<file path="src/rtl/ptcr_pkg.sv">
package ptcr_pkg;
   localparam int FRAMES_DEF    = 128;
   localparam int PAGE_BITS_DEF = 8;
   localparam int OFFSET_BITS   = 8;
   localparam int ADDR_BITS     = 16;
   localparam int FRAME_W       = 7;
   localparam int PADDR_W       = 15;
   localparam int VICTIM_W      = 8;
   localparam int SCAN_PASSES   = 4;
   localparam int LAST_PASS     = 3;

   // Controller -> datapath commands.
   typedef struct packed {
      logic load;        // capture request
      logic lookup;      // read page entry
      logic free_step;   // examine free-search frame
      logic scan_rd;     // read owner of scanned frame
      logic scan_step;   // examine scanned page
      logic commit;      // apply the update, build result
   } cmd_type;

   // Datapath -> controller status.
   typedef struct packed {
      logic hit;
      logic free_found;
      logic free_done;
      logic victim_found;
   } sts_type;
endpackage

</file>
<file path="src/rtl/ptcr_ctrl.sv">
module ptcr_ctrl (
   input  logic              clock,
   input  logic              reset,
   input  logic              req_tvalid,
   output logic              req_tready,
   output logic              rsp_tvalid,
   input  logic              rsp_tready,
   output ptcr_pkg::cmd_type cmd,
   input  ptcr_pkg::sts_type sts
);
   import ptcr_pkg::*;

   localparam logic [2:0] S_IDLE   = 3'd0;
   localparam logic [2:0] S_LOOKUP = 3'd1;
   localparam logic [2:0] S_DECIDE = 3'd2;
   localparam logic [2:0] S_FREE   = 3'd3;
   localparam logic [2:0] S_SCANRD = 3'd4;
   localparam logic [2:0] S_SCAN   = 3'd5;
   localparam logic [2:0] S_COMMIT = 3'd6;

   logic [2:0] state_ff, state_in;
   logic       out_valid_ff, out_valid_in;

   assign req_tready = (state_ff == S_IDLE);
   assign rsp_tvalid = out_valid_ff;

   always_comb begin
      state_in     = state_ff;
      out_valid_in = out_valid_ff && !rsp_tready;
      cmd          = '0;
      case (state_ff)
         S_IDLE: begin
            if (req_tvalid) begin
               cmd.load = 1'b1;
               state_in = S_LOOKUP;
            end
         end
         S_LOOKUP: begin
            cmd.lookup = 1'b1;
            state_in   = S_DECIDE;
         end
         S_DECIDE: begin
            if (sts.hit) state_in = S_COMMIT;
            else         state_in = S_FREE;
         end
         S_FREE: begin
            cmd.free_step = 1'b1;
            if (sts.free_found)     state_in = S_COMMIT;
            else if (sts.free_done) state_in = S_SCANRD;
         end
         S_SCANRD: begin
            cmd.scan_rd = 1'b1;
            state_in    = S_SCAN;
         end
         S_SCAN: begin
            cmd.scan_step = 1'b1;
            if (sts.victim_found) state_in = S_COMMIT;
            else                  state_in = S_SCANRD;
         end
         S_COMMIT: begin
            if (!out_valid_ff || rsp_tready) begin
               cmd.commit   = 1'b1;
               out_valid_in = 1'b1;
               state_in     = S_IDLE;
            end
         end
         default: state_in = S_IDLE;
      endcase
   end

   always_ff @(posedge clock) begin
      if (reset) begin
         state_ff     <= S_IDLE;
         out_valid_ff <= 1'b0;
      end else begin
         state_ff     <= state_in;
         out_valid_ff <= out_valid_in;
      end
   end
endmodule

</file>
<file path="config.mk">
export PLATFORM = sky130hd
export DESIGN_NAME = ptcr_ctrl
export DESIGN_NICKNAME = d
export VERILOG_FILES = /design/src/rtl/ptcr_pkg.sv /design/src/rtl/ptcr_ctrl.sv
export SDC_FILE = /design/constraint.sdc
export NUM_CORES = 1
export LEC_CHECK = 0
export BUFFER_PORTS_ARGS = -buffer_cell sky130_fd_sc_hd__clkbuf_2
export CAP_MARGIN = 20
export CORE_AREA = 4 4 41 43
export DETAILED_ROUTE_END_ITERATION = 8
export DIE_AREA = 0 0 45 47
export GPL_TIMING_DRIVEN = 0
export MAX_ROUTING_LAYER = met4
export PLACE_DENSITY_LB_ADDON = 0.2
export SYNTH_ARGS = -nofsm -noshare
export SYNTH_HDL_FRONTEND = slang
export SYNTH_SLANG_ARGS = --single-unit
</file>
<file path="constraint.sdc">
create_clock -name clock -period 1.54 [get_ports clock]
set_input_delay 0.231 -clock clock [delete_from_list [all_inputs] [get_ports clock]]
set_output_delay 0.231 -clock clock [all_outputs]
set_load 0.01 [all_outputs]
</file>
Word-level counts from Yosys, hierarchy flattened
Index checks and enable logic that the tools add are counted.
{ "word_totals": {"output_inout_bits": 8, "word_cells": 34, "in_bits": 8, "reg_bits": 4} }
{ "op_classes": {"n_eq_ne": 9, "reduce_logical": 6, "mux": 17} }
{ "ops": {"columns": ["operator", "n"], "rows": [
  ["3-bit case mux with 7 select lines", 1],
  ["3-bit two-way mux", 5],
  ["1-bit two-way mux", 10],
  ["3-bit equality test (second input constant)", 3],
  ["3-bit by 2-bit equality test with 1-bit output (second input constant)", 2],
  ["2-bit != test (second input constant)", 2],
  ["3-bit by 1-bit equality test with 1-bit output (second input constant)", 1],
  ["3-bit zero test", 1],
  ["3-bit != test (second input constant)", 1],
  ["3-bit AND reduction", 1],
  ["1-bit zero test", 2],
  ["2-bit two-way mux", 1],
  ["1-bit logical AND", 1],
  ["1-bit logical OR", 1]
]} }

Depth between registers and ports, before layout
Gate-level depths: netlist of run 1.
{ "depth": {"word_depth": 4, "depth_mapped": 4} }

Least setup slack after synthesis of run 1
Ideal clock, no wire load.
{ "synth_timing": {"path_kind": "register to output", "from": "reg state_ff[2]", "to": "out cmd[5] (netlist name)", "n_path_buf": 1, "required_time_ns": 1.309, "path_stages_with_launch": 4, "t_arrival_ns": 1.066, "path_slack_ns": 0.243, "path_cell_list": "dfxtp_1 -> clkbuf_1 -> nor3_1 -> and2_1"} }
{ "synth_lines": {"columns": ["item", "line_no", "rtl"], "rows": [
  ["start: declaration", "ptcr_ctrl.sv:21", "logic [2:0] state_ff, state_in;"],
  ["start signal: assignment", "ptcr_ctrl.sv:76", "state_ff <= state_in;"],
  ["end: declaration", "ptcr_ctrl.sv:8", "output ptcr_pkg::cmd_type cmd,"]
]} }

==> results of run 1 <==
per-stage QoR:
| stage | std cells | utilization | power (mW) | setup slack [ps] |
|---|---|---|---|---|
| global route | 69 | 0.311 | 0.420 | 32.3 |
| floorplan | 36 | - | 0.212 | 243 |
| finish | 69 | 0.311 | 0.394 | 96.2 |
| CTS | 69 | 0.307 | 0.393 | 42.6 |
| global placement | 66 | 0.288 | 0.259 | 233 |
| detailed placement | 66 | 0.288 | 0.257 | 239 |
state kept, by name, summed over array words and instances (netlist names):
register / count
rsp_tvalid: 1
state_ff: 3
kinds of logic (layout without fill, tap and decap cells):
logic type,after synthesis,in the layout,synth area share
AO/OA/AOI/OAI,9,9,0.222
buffers and inverters,5,23,0.120
flip-flops,4,4,0.284
AND/OR/NAND/NOR,18,18,0.373
synth_stat cells:
| cell | number |
|---|---|
| nor2_1 | 5 |
| dfxtp_1 | 4 |
| a21oi_1 | 2 |
| a31oi_1 | 2 |
| buf_6 | 2 |
| inv_1 | 2 |
| nand2b_1 | 2 |
| nor3_1 | 2 |
| a2111o_1 | 1 |
| a221o_1 | 1 |
| and2_1 | 1 |
| and3_1 | 1 |
| and3_2 | 1 |
| and3b_1 | 1 |
| clkbuf_1 | 1 |
| nand2_2 | 1 |
| nand3b_1 | 1 |
| nor2b_1 | 1 |
| nor3b_1 | 1 |
| o21ai_0 | 1 |
| o21ai_1 | 1 |
| o311ai_0 | 1 |
| or4_1 | 1 |
critical path: cells and delay by family (launching register included):
| kind | cells | cell delay, ps |
|---|---|---|
| flops | 1 | 320 |
| buf+inv | 2 | 300 |
| simple gates | 2 | 350 |
final timing paths:
| kind | start | depth (start not counted) | slack, ps | endpoint |
|---|---|---|---|---|
| max | state_ff[2] | 4 | 100 | cmd[5] |
| min | reset | 2 | 200 | state_ff[2] |
| max reg2reg | state_ff[0] | 4 | 400 | state_ff[1] |
| min reg2reg | state_ff[2] | 2 | 630 | state_ff[0] |
power by group through the flow:
stage               logic (mW)  registers (mW)  clock network [mW]
floorplan               0.0907           0.121                   0
global placement         0.137           0.122                   0
detailed placement       0.135           0.122                   0
CTS                      0.136           0.120               0.136
global route             0.153           0.121               0.145
finish                   0.138           0.120               0.135
layer usage:
| metal | share of wire | track usage | vias up |
|---|---|---|---|
| met3 | 0.099 | 0.0345 | 2 |
| li1 | - | - | 169 |
| met4 | 0.015 | 0.0351 | 0 |
| met1 | 0.42 | 0.0979 | 161 |
| met5 | 0 | - | - |
| met2 | 0.47 | 0.124 | 15 |
cell type report:
type | instances | area [um2] | share of cell area
Clock buffer | 3 | 22.5 | 0.0557
Timing Repair Buffer | 15 | 75.1 | 0.186
Tap cell | 15 | 18.8 | 0.0464
Sequential cell | 4 | 80.1 | 0.198
Inverter | 2 | 7.51 | 0.0186
Buffer | 3 | 27.5 | 0.0681
Multi-Input combinational cell | 27 | 173 | 0.427
timing repair:
action                                  CTS  global route
endpoints found under the setup margin    1             1
gates resized for setup                   1             1
cloned                                    0             0
hold endpoints to repair                  0             0
==> metrics, run 1 <==
placed cell area=375 um2; Initial Utilization=0.216; Cell Area, Synth=282 um2; # port buffers=15; WL/cell=10.6 um; cts hold-fix bufs=0; Net Sw Power=0.126 mW; Inserted Clock Buffers=3; status=complete, no violations; All-Layer GR Usage=0.0833; RSZ-0062 raised after global routing=no; CTS max path bufs=2; Final period util=0.938; DR vias=347; Static Leak=0.194 nW; power share of the clock group=0.342; Hold WS=204 ps; Final ANT Viol Nets=0; sw frac=0.321; die height=47 um; Yosys top cell by area=dfxtp_1; Seq/Total Area, Yosys=0.284; P&R area growth vs syn=43.6%; fin area=404 um2; Detail Placement HPWL=564 um; share of cells above drive strength 1=0.444; Most common cell on crit path=clkbuf_2; setup TNS=0 ps; Fmax=693 MHz; Die Area=2120 um2; Yosys cell types=23; CTS tree=yes; Net Count, Synth=44; Final setup viols=0; clock net sink count=4; vias in the first global route=289; root buf cell=clkbuf_4; drt drc=0; Hold WC Path Type=input port to flip-flop; Core Box Area=1300 um2; via/cell ratio=5.03; Starting DRT DRC Count=5; top post-synthesis cells by area=dfxtp_1, buf_6, nor2_1; Crit Path Category=flip-flop to primary output; most common cell after layout, fill and taps aside=clkbuf_2; # rows=13; Yosys top cell area share=0.284; most frequent cells in the layout=clkbuf_2, nor2_1, dfxtp_1; Worst setup EP type=primary output; Slew @ Worst Pin=328 ps; syn avg cell area=7.82 um2; Tmin final=1440 ps; YS warnings=0; worst clock skew=4.50 ps; maximum number of pins on one net before global-route repair=11; Die X=45 um; crit start category=flip-flop; ANT cells=0; critical path peak fanout=10; Gate Count Post-Synth=36; #FFs+latches synth=4; fill count=148; maximum vdd ir drop=0.428 mV; initial antenna violation count=0; Critical Path RT=1310 ps; number of nets in the layout=64; Crit path largest cell delay=320 ps; Cell Pwr Density=974 nW/um2; drt total wl=734 um; global route overflow=0; Flop pwr share=0.306; TritonRoute pass-1 iters=4; Worst path slowest cell=dfxtp_1; Internal Power=0.267 mW; Max-Cap Viols=0; I/O pins=16; worst-path cell chain=clkbuf_2 -> nor3_2 -> and2_1 -> clkbuf_2; Final Max Slew Viols=0; H-Tree Level Count=1; Critical Path AT=1210 ps; Worst slew margin=0.778; Clock Latency Late Sink=240 ps; buffer count from post-CTS setup fixing=0; Clock transition at path regs=40 ps; combinational power share=0.352; Final Hold Fails=0; first-pass GRT wire length=1.18 mm; placer congestion estimate=0.746
(Power assumes the default switching activity.)
==> inputs of run 2 (changes only) <==
Settings changed: BUFFER_PORTS_ARGS -buffer_cell sky130_fd_sc_hd__clkbuf_2 to not set, DONT_BUFFER_PORTS set to 1.
==> run 2 against run 1 <==
Final cell count shrank 22%. Total power shrank 8.9%. Combinational power shrank 20%. Count of clock-buffer cells in the layout is the same. Die area is the same. Critical path type unchanged. Via count shrank 18%. Sequential power is essentially flat. Clock skew shrank 2.2 ps.
==> metrics, run 2 (synthesis gave the netlist of run 1 again) <==
status=complete, no violations; worst clock skew=2.34 ps (-2.16 ps); drt total wl=721 um (-1.8%); first-pass GRT wire length=1.19 mm (+0.59%); post-route insts no fill=54 (-22%); Die X=45 um (unchanged); Slew @ Worst Pin=381 ps (+52.9 ps); placer congestion estimate=0.798 (+6.8%); P&R area growth vs syn=16.9%; fill count=156 (+5.4%); DR vias=283 (-18%); RSZ-0062 raised after global routing=no; Die Area=2120 um2 (unchanged); CTS tree=yes; # port buffers=0 (-15); # rows=13 (unchanged); Clock transition at path regs=40 ps (about the same); Static Leak=0.128 nW (-34%); via/cell ratio=5.24 (+4.2%); post-route total power=0.359 mW (-8.9%); cts hold-fix bufs=0 (unchanged); maximum number of pins on one net before global-route repair=11 (unchanged); maximum vdd ir drop=0.500 mV (+17%); most frequent cells in the layout=nor2_1, dfxtp_1, clkbuf_4; critical path peak fanout=10 (unchanged); number of nets in the layout=49 (-23%); Top reg by flops=state_ff; Inserted Clock Buffers=3 (unchanged); Starting DRT DRC Count=4 (-1); CP top delay family=simple AND/OR/NAND/NOR gates; die height=47 um (unchanged); WL/cell=13.4 um (+26%); Max-Cap Viols=0 (unchanged); share of cells above drive strength 1=0.231 (-0.214); setup TNS=0 ps (unchanged); Worst slew margin=0.744 (-0.0344); Final Max Slew Viols=0 (unchanged); Worst setup EP type=primary output; vias in the first global route=273 (-5.5%); Crit Path Category=flip-flop to primary output; All-Layer GR Usage=0.0873 (+0.00408); Crit path largest cell delay=320 ps (about the same); CP bufs+invs=1 (-1); drt drc=0 (unchanged); worst-path cell chain=clkbuf_2 -> nor3_2 -> and2_1; Final setup viols=0 (unchanged); root buf cell=clkbuf_4; Largest register FFs=3 (unchanged); Final period util=0.925 (-0.0123); clock net sink count=4 (unchanged); Core Box Area=1300 um2 (unchanged); initial antenna violation count=0 (unchanged); Final Hold Fails=0 (unchanged); Critical Path RT=1310 ps (about the same); Final ANT Viol Nets=0 (unchanged); TritonRoute pass-1 iters=4 (unchanged); Hold WC Path Type=input port to flip-flop; final core occ=0.253 (-0.0577); global route overflow=0 (unchanged); Critical Path AT=1190 ps (-20 ps); CTS max path bufs=2 (unchanged); H-Tree Level Count=1 (unchanged); Tmin final=1420 ps (-18.9 ps); Fmax=702 MHz (+1.3%); Initial Utilization=0.216 (unchanged); Clock Latency Late Sink=230 ps (about the same); I/O pins=16 (unchanged); Cell Pwr Density=1090 nW/um2 (+12%); buffer count from post-CTS setup fixing=0 (unchanged); Detail Placement HPWL=581 um (+3.1%); ANT cells=0 (unchanged); most common cell after layout, fill and taps aside=nor2_1; Worst path slowest cell=dfxtp_1; crit start category=flip-flop; placed cells=51 (-23%)
[run 2: cell count changes in the layout (fill, tap and decap cells not counted)]
cell      before  now
clkbuf_2      16    1
[run 2: path summary, 6_finish.rpt]
kind | start | endpoint | slack (ps) | cells past startpoint
setup / recovery | state_ff[2] | cmd[5] | 120 | 3
hold / removal | reset | state_ff[1] | 60 | 1
setup reg to reg | state_ff[0] | state_ff[1] | 400 | 4
hold reg to reg | state_ff[2] | state_ff[0] | 600 | 2
[run 2: area by class of cell]
type,count,area [um2],area share
Tap cell,15,18.8,0.0570
Sequential cell,4,80.1,0.243
Multi-Input combinational cell,27,173,0.525
Inverter,2,7.51,0.0228
Clock buffer,3,22.5,0.0684
Buffer,3,27.5,0.0837
[run 2: per-stage QoR]
stage	worst slack [ps]	instance area, um2	hold slack [ps]
finish	115	329	64.0
global route	24.0	329	37.1
CTS	59.5	328	58.0
detailed placement	114	300	304
global placement	133	300	304
floorplan	243	282	300
[run 2: metal layers]
layer  GRT usage  part of all wire  vias to the layer above
met5           -                 0                        -
met4      0.0351                 0                        0
met3      0.0805              0.11                        0
met2       0.119              0.49                       10
met1      0.0866              0.40                      136
li1            -                 -                      137
[run 2: where the power goes]
| group | internal (mW) | switching, mW | leakage, nW |
|---|---|---|---|
| registers | 0.115 | 0.00594 | 0.0328 |
| logic | 0.0464 | 0.0646 | 0.0818 |
| clock network | 0.0869 | 0.0398 | 0.0138 |
| total | 0.248 | 0.110 | 0.128 |
[run 2: what timing repair did]
action	4_1_cts	5_1_grt
resized for setup	1	2
pin swaps	1	0
endpoints found under the setup margin	1	1
gates cloned	0	0
==> inputs of run 3 (changes only) <==
Settings changed: ABC_AREA set to 1, CTS_BUF_LIST set to sky130_fd_sc_hd__clkbuf_8.
==> run 3 against run 2 <==
Highest routed layer unchanged. Non-clock buffer count is 3 lower. Register-to-register slack lost 90 ps. Routed wire length down 7.6%.
==> metrics, run 3 <==
Crit Path Category=flip-flop to primary output; syn avg cell area=5.96 um2 (-24%); Gate Count Post-Synth=47 (+31%); root buf cell=clkbuf_8; Multi-input gate area=169 um2 (-2.2%); Worst path slowest cell=dfxtp_1; fin area=343 um2 (+4.2%); Yosys cell types=16 (-30%); Flop pwr share=0.296 (-0.041); Hold WC Path Type=input port to flip-flop; reg-to-reg setup timing slack=310 ps (-90 ps); H-Tree Level Count=1 (unchanged); worst-path cell chain=nand3_1 -> a21oi_1; # rows=13 (unchanged); global route overflow=0 (unchanged); Hold Startpoint=reset; setup TNS=0 ps (unchanged); Hold EP=rsp_tvalid; Worst setup EP type=primary output; Hold WS=85.8 ps (+21.8 ps); Final Hold Fails=0 (unchanged); Hold Path Depth=1 (unchanged); die height=47 um (unchanged); Crit path largest cell delay=470 ps (+150 ps); Final period util=0.910 (-0.0157); most common cell after layout, fill and taps aside=nor2_1; first-pass GRT wire length=1.14 mm (-4.0%); Tmin final=1400 ps (-24.2 ps); Clock transition at path regs=30 ps (about the same); Worst slew margin=0.762 (+0.0179); #FFs+latches synth=4 (unchanged); Static Leak=0.157 nW (+23%); combinational power share=0.289 (-0.021); RR Startpoint=state_ff[1]; DR vias=281 (-0.71%); fill count=166 (+6.4%); Final setup viols=0 (unchanged); most common cell in the netlist=nor2_1; RSZ-0062 raised after global routing=no; YS warnings=0 (unchanged); placed cell area=299 um2 (-0.42%); top post-synthesis cells by area=dfxtp_1, nor2_1, inv_1; Net Sw Power=0.174 mW (+57%); placer congestion estimate=0.642 (-19%); Critical Path AT=1170 ps (-20 ps); Die Area=2120 um2 (unchanged); maximum vdd ir drop=0.451 mV (-9.7%); FF/Latch Area=80.1 um2 (unchanged); sw frac=0.341 (+0.0333); CTS tree=yes; crit start category=flip-flop; P&R area growth vs syn=22.3%; worst clock skew=0.139 ps (-2.20 ps); Top reg by flops=state_ff; Initial Utilization=0.215 (-0.000961); maximum number of pins on one net before global-route repair=8 (-3); buffer count from post-CTS setup fixing=0 (unchanged); Fmax=714 MHz (+1.7%); I/O pins=16 (unchanged); Net Count, Synth=55 (+25%); R2R depth=7 (+3); via/cell ratio=4.32 (-18%); Starting DRT DRC Count=3 (-1); clock net sink count=4 (unchanged); Inserted Clock Buffers=3 (unchanged); Post-synth EDFFs=0 (unchanged); Yosys top cell by area=dfxtp_1; TritonRoute pass-1 iters=2 (-2); Die X=45 um (unchanged); most frequent cells in the layout=nor2_1, inv_1, nand2_1; Slew @ Worst Pin=355 ps (-26.6 ps); ys async rst share=0 (unchanged); Seq/Total Area, Yosys=0.286 (+0.00127); WL/cell=10.2 um (-23%); number of nets in the layout=60 (+22%); Critical Path RT=1310 ps (about the same); Core Box Area=1300 um2 (unchanged); ANT cells=0 (unchanged); Internal Power=0.336 mW (+35%); Cell Pwr Density=1490 nW/um2 (+36%); Yosys top cell area share=0.286 (+0.00127); Final Max Slew Viols=0 (unchanged); status=complete, no violations; # port buffers=0 (unchanged); synth cell count leaders=nor2_1, inv_1, nand2_1; vias in the first global route=288 (+5.5%); Detail Placement HPWL=579 um (-0.38%); drt total wl=666 um (-7.6%); power share of the clock group=0.415 (+0.062); ys flop type=dfxtp_1; share of cells above drive strength 1=0.200 (-0.0308); R2R Path End=state_ff[2]; Largest register FFs=3 (unchanged); All-Layer GR Usage=0.0799 (-0.00741); Cell Area, Synth=280 um2 (-0.44%); Max-Cap Viols=0 (unchanged); Clock Latency Late Sink=210 ps (-20 ps); initial antenna violation count=0 (unchanged); Final ANT Viol Nets=0 (unchanged); critical path peak fanout=7 (-3); drt drc=0 (unchanged); CTS max path bufs=2 (unchanged)
==> run 3: cell count changes in the layout (fill, tap and decap cells not counted), sizes merged, moves of 2 or more <==
cell | before | now
a21oi | 2 | 4
a31oi | 2 | 0
and3 | 2 | 0
buf | 2 | 0
inv | 2 | 9
nand2 | 1 | 7
nand2b | 2 | 0
nand3 | 0 | 3
nor2 | 5 | 11
o21ai | 2 | 4
==> run 3: cell type report <==
type / instances / area share
flip-flops and latches: 4 / 0.234
inverters: 9 / 0.0985
multi-input cells: 34 / 0.493
well taps: 15 / 0.0547
clock buffers: 3 / 0.120
==> run 3: kinds of logic after synthesis <==
| family | after synthesis | synth area share |
|---|---|---|
| and+or+nand+nor | 26 | 0.438 |
| buffers and inverters | 9 | 0.121 |
| AOI/OAI and AO/OA | 8 | 0.156 |
| DFF | 4 | 0.286 |
==> run 3: critical path, delay by kind of cell, from the launching register on <==
| family | cells | cell delay (ps) |
|---|---|---|
| and+or+nand+nor | 1 | 220 |
| AOI/OAI and AO/OA | 1 | 270 |
| DFF | 1 | 470 |
==> run 3: layer usage <==
layer / share of wire / track usage / wire length, um / up-vias
met1: 0.39 / 0.0841 / 262 / 118
met3: 0.092 / 0.0345 / 61 / 0
met5: 0 / - / 0 / -
li1: - / - / - / 156
met4: 0 / 0.0702 / 0 / 0
met2: 0.51 / 0.113 / 342 / 7
==> run 3: worst max path at each step <==
| stage | start | endpoint | slack, ps | cells past startpoint |
|---|---|---|---|---|
| detailed placement | state_ff[1] | cmd[5] | 280 | 3 |
| CTS | state_ff[1] | cmd[5] | 50 | 3 |
| finish | state_ff[2] | cmd[0] | 140 | 2 |
| global route | state_ff[2] | cmd[0] | 2 | 2 |
| floorplan | state_ff[1] | cmd[5] | 410 | 3 |
| global placement | state_ff[1] | cmd[5] | 290 | 3 |
==> run 3: timing repair <==
item	in CTS	in global routing
endpoints found under the setup margin	0	1
hold buffers	0	0
resized for setup	0	1
==> run 3: stage by stage <==
step                power (mW)   util  worst slack [ps]  instances
floorplan                0.270      -               411         47
global placement         0.300  0.230               291         62
detailed placement       0.299  0.230               277         62
CTS                      0.516  0.262              50.0         65
global route             0.556  0.263              2.28         65
finish                   0.509  0.263               139         65
==> run 3: power by group through the flow <==
stage                     clock network [mW]  logic [mW]  registers, mW
after floorplan                            0       0.126          0.144
after global placement                     0       0.149          0.152
after detailed placement                   0       0.148          0.150
after CTS                              0.218       0.149          0.149
after global routing                   0.227       0.173          0.155
final                                  0.211       0.147          0.151
